--- config.mk ---
export PLATFORM = sky130hd
export DESIGN_NAME = msbm_ctrl
export DESIGN_NICKNAME = d
export VERILOG_FILES = /design/src/rtl/core/msbm_pkg.sv /design/src/rtl/core/msbm_ctrl.sv
export SDC_FILE = /design/constraint.sdc
export NUM_CORES = 1
export LEC_CHECK = 0
export ABC_CLOCK_PERIOD_IN_PS = 1400
export BUFFER_PORTS_ARGS = -buffer_cell sky130_fd_sc_hd__buf_2
export CORE_AREA = 2 2 39 41
export DETAILED_ROUTE_END_ITERATION = 7
export DIE_AREA = 0 0 41 43
export SYNTH_ARGS = -nofsm -noshare
export SYNTH_HDL_FRONTEND = slang
export SYNTH_SLANG_ARGS = --single-unit
--- constraint.sdc ---
create_clock -name aclk -period 1.4 [get_ports aclk]
set_input_delay 0.42 -clock aclk [delete_from_list [all_inputs] [get_ports aclk]]
set_output_delay 0.42 -clock aclk [all_outputs]
set_load 0.02 [all_outputs]
--- src/rtl/core/msbm_pkg.sv ---
// shared types and codes of the multi-signature byte matcher
`default_nettype none

package msbm_pkg;

    // item kinds carried on s_tuser
    localparam logic [1:0] MODE_PAT_BYTE  = 2'd0;
    localparam logic [1:0] MODE_PAT_LEN   = 2'd1;
    localparam logic [1:0] MODE_FILE_BYTE = 2'd2;

    localparam int MODE_W   = 2;
    localparam int CFG_W    = 5;
    localparam int IN_DW    = 24;
    localparam int OUT_DW   = 40;
    localparam int SLOT_W   = 4;
    localparam int POS_W    = 5;
    localparam int PLEN_W   = 6;
    localparam int REPORT_W = 32;

    typedef struct packed {
        logic accept;   // input item taken this cycle
        logic ld_rd;    // read table row for a load
        logic ld_wr;    // write merged table row
        logic scan_rd;  // read next slot row for compare
        logic off_rd;   // read first offset of the winning slot
        logic report;   // load result register, clear file state
    } msbm_cmd_t;

    typedef struct packed {
        logic [MODE_W-1:0] in_mode;
        logic              in_last;
        logic              in_use_zero;
        logic              scan_last;
        logic              out_free;
    } msbm_sts_t;

endpackage

`default_nettype wire

--- src/rtl/core/msbm_ctrl.sv ---
// sequencer for loads, per-byte slot scan and end-of-file report
`default_nettype none

module msbm_ctrl
    import msbm_pkg::*;
(
    input  wire logic      aclk,
    input  wire logic      aresetn,
    input  wire logic      s_tvalid,
    output logic           s_tready,
    input  wire msbm_sts_t sts,
    output msbm_cmd_t      cmd
);

    typedef enum logic [2:0] {
        ST_IDLE,
        ST_LD_RD,
        ST_LD_WR,
        ST_SCAN,
        ST_DRAIN,
        ST_OFF_RD,
        ST_REPORT
    } state_t;

    state_t state_reg, state_next;
    logic   rpt_reg, rpt_next;
    logic   accept;

    assign s_tready = (state_reg == ST_IDLE);
    assign accept   = s_tvalid && s_tready;

    always_comb begin
        state_next = state_reg;
        rpt_next   = rpt_reg;
        unique case (state_reg)
            ST_IDLE: begin
                if (accept) begin
                    unique case (sts.in_mode)
                        MODE_PAT_BYTE, MODE_PAT_LEN: state_next = ST_LD_RD;
                        MODE_FILE_BYTE: begin
                            rpt_next = sts.in_last;
                            if (!sts.in_use_zero) begin
                                state_next = ST_SCAN;
                            end else if (sts.in_last) begin
                                state_next = ST_OFF_RD;
                            end
                        end
                        default: state_next = ST_IDLE;
                    endcase
                end
            end
            ST_LD_RD:  state_next = ST_LD_WR;
            ST_LD_WR:  state_next = ST_IDLE;
            ST_SCAN: begin
                if (sts.scan_last) begin
                    state_next = ST_DRAIN;
                end
            end
            ST_DRAIN:  state_next = rpt_reg ? ST_OFF_RD : ST_IDLE;
            ST_OFF_RD: state_next = ST_REPORT;
            ST_REPORT: begin
                if (sts.out_free) begin
                    state_next = ST_IDLE;
                end
            end
            default:   state_next = ST_IDLE;
        endcase
    end

    always_comb begin
        cmd         = '0;
        cmd.accept  = accept;
        cmd.ld_rd   = (state_reg == ST_LD_RD);
        cmd.ld_wr   = (state_reg == ST_LD_WR);
        cmd.scan_rd = (state_reg == ST_SCAN);
        cmd.off_rd  = (state_reg == ST_OFF_RD);
        cmd.report  = (state_reg == ST_REPORT) && sts.out_free;
    end

    always_ff @(posedge aclk) begin
        if (!aresetn) begin
            state_reg <= ST_IDLE;
            rpt_reg   <= 1'b0;
        end else begin
            state_reg <= state_next;
            rpt_reg   <= rpt_next;
        end
    end

endmodule

`default_nettype wire

After elaboration in Yosys (flattened, before gate mapping)
Index checks and enable logic that the tools add are counted.

word-level totals
  flip-flop bits (word level) = 4
  bits of input ports = 9
  output and inout port bits = 7
  word-level logic and storage cells = 29

cells by class
  equal/unequal tests = 12
  multiplexer cells = 8
  reductions and logical operators = 7

operators with widths
  operator              number
  $mux W3               6
  $pmux W3 S6           1
  $eq A3 B3 Y1 const B  3
  $eq A3 B2 Y1 const B  2
  $pmux W3 S2           1
  $ne A2 B2 Y1 const B  2
  $ne A4 B4 Y1 const B  1
  $reduce_and A4 Y1     1
  $eq A3 B1 Y1 const B  1
  $logic_not A3 Y1      1
  $reduce_and A3 Y1     1
  $eq A2 B1 Y1 const B  1
  $eq A2 B2 Y1 const B  1
  $logic_and A1 B1 Y1   2
  $logic_not A2 Y1      1
  $ne A2 B1 Y1 const B  1
  $reduce_or A2 Y1      1

Depth between registers and ports, before layout
  depth in word-level cells = 5
  depth in mapped cells = 5
  mapped depth without buffers = 4

Worst setup path after synthesis
OpenSTA, ideal clock, no wires.

  kind = register to output
  from = reg state_reg[0]
  to = out cmd[5] (netlist bit)
  arrival = 1.099 ns
  setup slack = -0.119 ns
  stages on the path, launching flop included = 4
  buffers on the path = 1
  path through = dfxtp_1 -> nor3_2 -> and2_4 -> buf_4

between the ends
  word-level cells in the longest chain between the ends = 2

ends and longest elaborated chain
  element                 line             source
  from (decl)             msbm_ctrl.sv:25  state_t state_reg, state_next;
  from (signal assigned)  msbm_ctrl.sv:85  state_reg <= state_next;
  $logic_not A3 Y1        msbm_ctrl.sv:29  assign s_tready = (state_reg == ST_IDLE);
  via s_tready            msbm_ctrl.sv:10  output logic s_tready,
  $logic_and A1 B1 Y1     msbm_ctrl.sv:30  assign accept = s_tvalid && s_tready;
  to (decl)               msbm_ctrl.sv:12  output msbm_cmd_t cmd

The timed path passes the listed nets, and every way through them passes these cells.

==> run metrics <==
max cap viols=0; Die Area=between 1500 and 2000 um2; gr ovfl total=0; crit-path cells=nor3_4 > and2_4 > buf_6; Fin Clk Skew=between 0.003 and 0.004 ns; worst endpoint data arrival time=~1.1 ns; initial antenna violation count=0; critical path fanouts, max=5; commonest non-fill, non-tap cell in the layout=buf_4; Vias=slightly below 400; Achievable Freq=680 MHz; Synth Flop Type=dfxtp_1; number of port buffers=15; Final min period=approximately 1.5 ns; Avg Inst Size Synth=about 8 um2; fill count=140; startpoint type of the worst setup path=flip-flop; routed len/inst=between 10 and 15 um; antenna cells=0; Power Density=about 790 nW/um2; count of final max-slew check failures=0; WS Path Type=flip-flop to output pin; CTS tree=done; chip height=between 40 and 50 um; final setup vio count=4; Area Overhead vs Synth=63.3%; Clock Latency Late Sink=around 0.24 ns; CTS clk-pin slew, worst paths=~0.040 ns; Vias/cell=~4.8; Die Width=between 40 and 50 um; failing checks=negative setup slack; DR iter-0 viols=12; Worst Hold Margin=about 0.45 ns; critical path's slowest cell=dfxtp_4; Final nets=77; Worst Tran Pin Value=around 0.34 ns; Top Ports=16; core area=1380 um2; fraction of layout cells with a size suffix above 1=0.636; Max clock buf depth=2; Tcrit/Tclk final=1.05; CP Data Required Time=around 0.98 ns; RSZ-0062 raised after global routing=true; ys async rst share=0; vias in the first global route=377; max FFs per register=3; Inst Count DP=75; # rows=14; slowest stage delay, CP=roughly 0.35 ns; post-synthesis register bit count=4; commonest non-fill, non-tap cells in the layout=13 x buf_4, 8 x buf_2; post-synthesis cell type count=24; Mapped Area=between 300 and 400 um2; Initial DRT Pass Iterations=4; initial core utilization=0.256; Seq/Total Area, Yosys=0.226; Syn Inst Count=43; GRT Total Usage=0.137; Slew headroom=0.773; P_leak=approximately 0.28 nW; Ys Warns=0; number of synthesized flops with an enable pin=0; status=finished with violations; Worst VDD drop=between 0.3 and 0.4 mV; H-tree depth=1; total power=between 0.4 and 0.5 mW; largest net degree at the start of global routing=8; clk root buf=clkbuf_4; final hold violations=0; end-of-flow core utilization=0.418; number of antenna-violating nets in the routed design=0; Final Worst Setup Slack=-0.0713 ns; global-route wire length before repair=~1600 um; clock sinks=4; final WL=926 um; CTS Buf Count=3; final instance count without filler cells=around 80; Syn Nets=52; GPL Wtd Cong=just over 0.8; min-delay worst type=primary input to flip-flop; post-DP HPWL=around 730 um; # DRC=0; Crit. End Element=output pin
-- cell families (layout without fill, tap and decap cells) --
| logic type | after synthesis | count (layout) | share of synthesized area |
|---|---|---|---|
| AND/OR/NAND/NOR | 20 | 20 | 0.385 |
| buffers and inverters | 6 | 29 | 0.0989 |
| XOR/XNOR | 1 | 1 | 0.0247 |
| flip-flops | 4 | 4 | 0.226 |
| AO/OA/AOI/OAI | 12 | 12 | 0.265 |
-- path summary, 6_finish.rpt --
check                    start           end  slack, ns  cells after the start
setup reg to reg  state_reg[2]  state_reg[2]       0.10                      6
hold / removal          sts[3]       rpt_reg       0.45                      2
setup / recovery  state_reg[2]        cmd[5]      -0.07                      3
hold reg to reg        rpt_reg       rpt_reg       0.62                      3
-- cell type report --
type / instances / area [um2] / area share
Clock buffer: 3 / 22.5 / 0.0390
Inverter: 2 / 7.51 / 0.0130
Multi-Input combinational cell: 33 / 265 / 0.459
Sequential cell: 4 / 91.3 / 0.158
Tap cell: 16 / 20.0 / 0.0346
Timing Repair Buffer: 24 / 171 / 0.297
-- synthesized netlist by cell type (2+ instances only) --
library cell	number	share of area
nor2b_1	2	0.035
buf_4	3	0.064
nor3_2	2	0.057
nor2_1	4	0.042
a21oi_2	2	0.049
dfxtp_1	4	0.23
and3b_1	2	0.049
a211oi_1	3	0.064
nand2_1	3	0.032
inv_1	2	0.021
a21oi_1	3	0.042
-- routing by layer --
metal	vias up	global-route usage	wire length (um)
li1	199	-	-
met1	177	0.158	374
met2	16	0.206	493
met3	2	0.0314	44
met4	0	0.100	14
met5	-	0	0
-- power by group --
group	switching (mW)	internal [mW]
clock	0.0485	0.0960
combinational	0.0804	0.0959
sequential	0.0147	0.121
total	0.144	0.313
-- what timing repair did --
item,in CTS,in global routing
buffers inserted,2,2
endpoints found under the setup margin,7,7
hold buffers,0,0
resized for setup,14,5
pin swaps,2,2
-- worst max-delay path: cells and delay by family, from the launching register on --
| kind | cells | cell delay [ns] |
|---|---|---|
| flip-flops | 1 | 0.35 |
| AND/OR/NAND/NOR | 2 | 0.36 |
| buffers and inverters | 1 | 0.11 |
-- stage by stage --
step / setup TNS [ns] / setup slack [ns] / cell area (um2)
final: -0.212 / -0.0713 / 578
after global placement: 0 / 0.113 / 470
after detailed placement: 0 / 0.0812 / 470
after floorplan: -0.00883 / -0.00883 / 365
after global routing: -0.544 / -0.145 / 578
after CTS: -0.249 / -0.0878 / 546
Power figures use the tool's default switching activity.
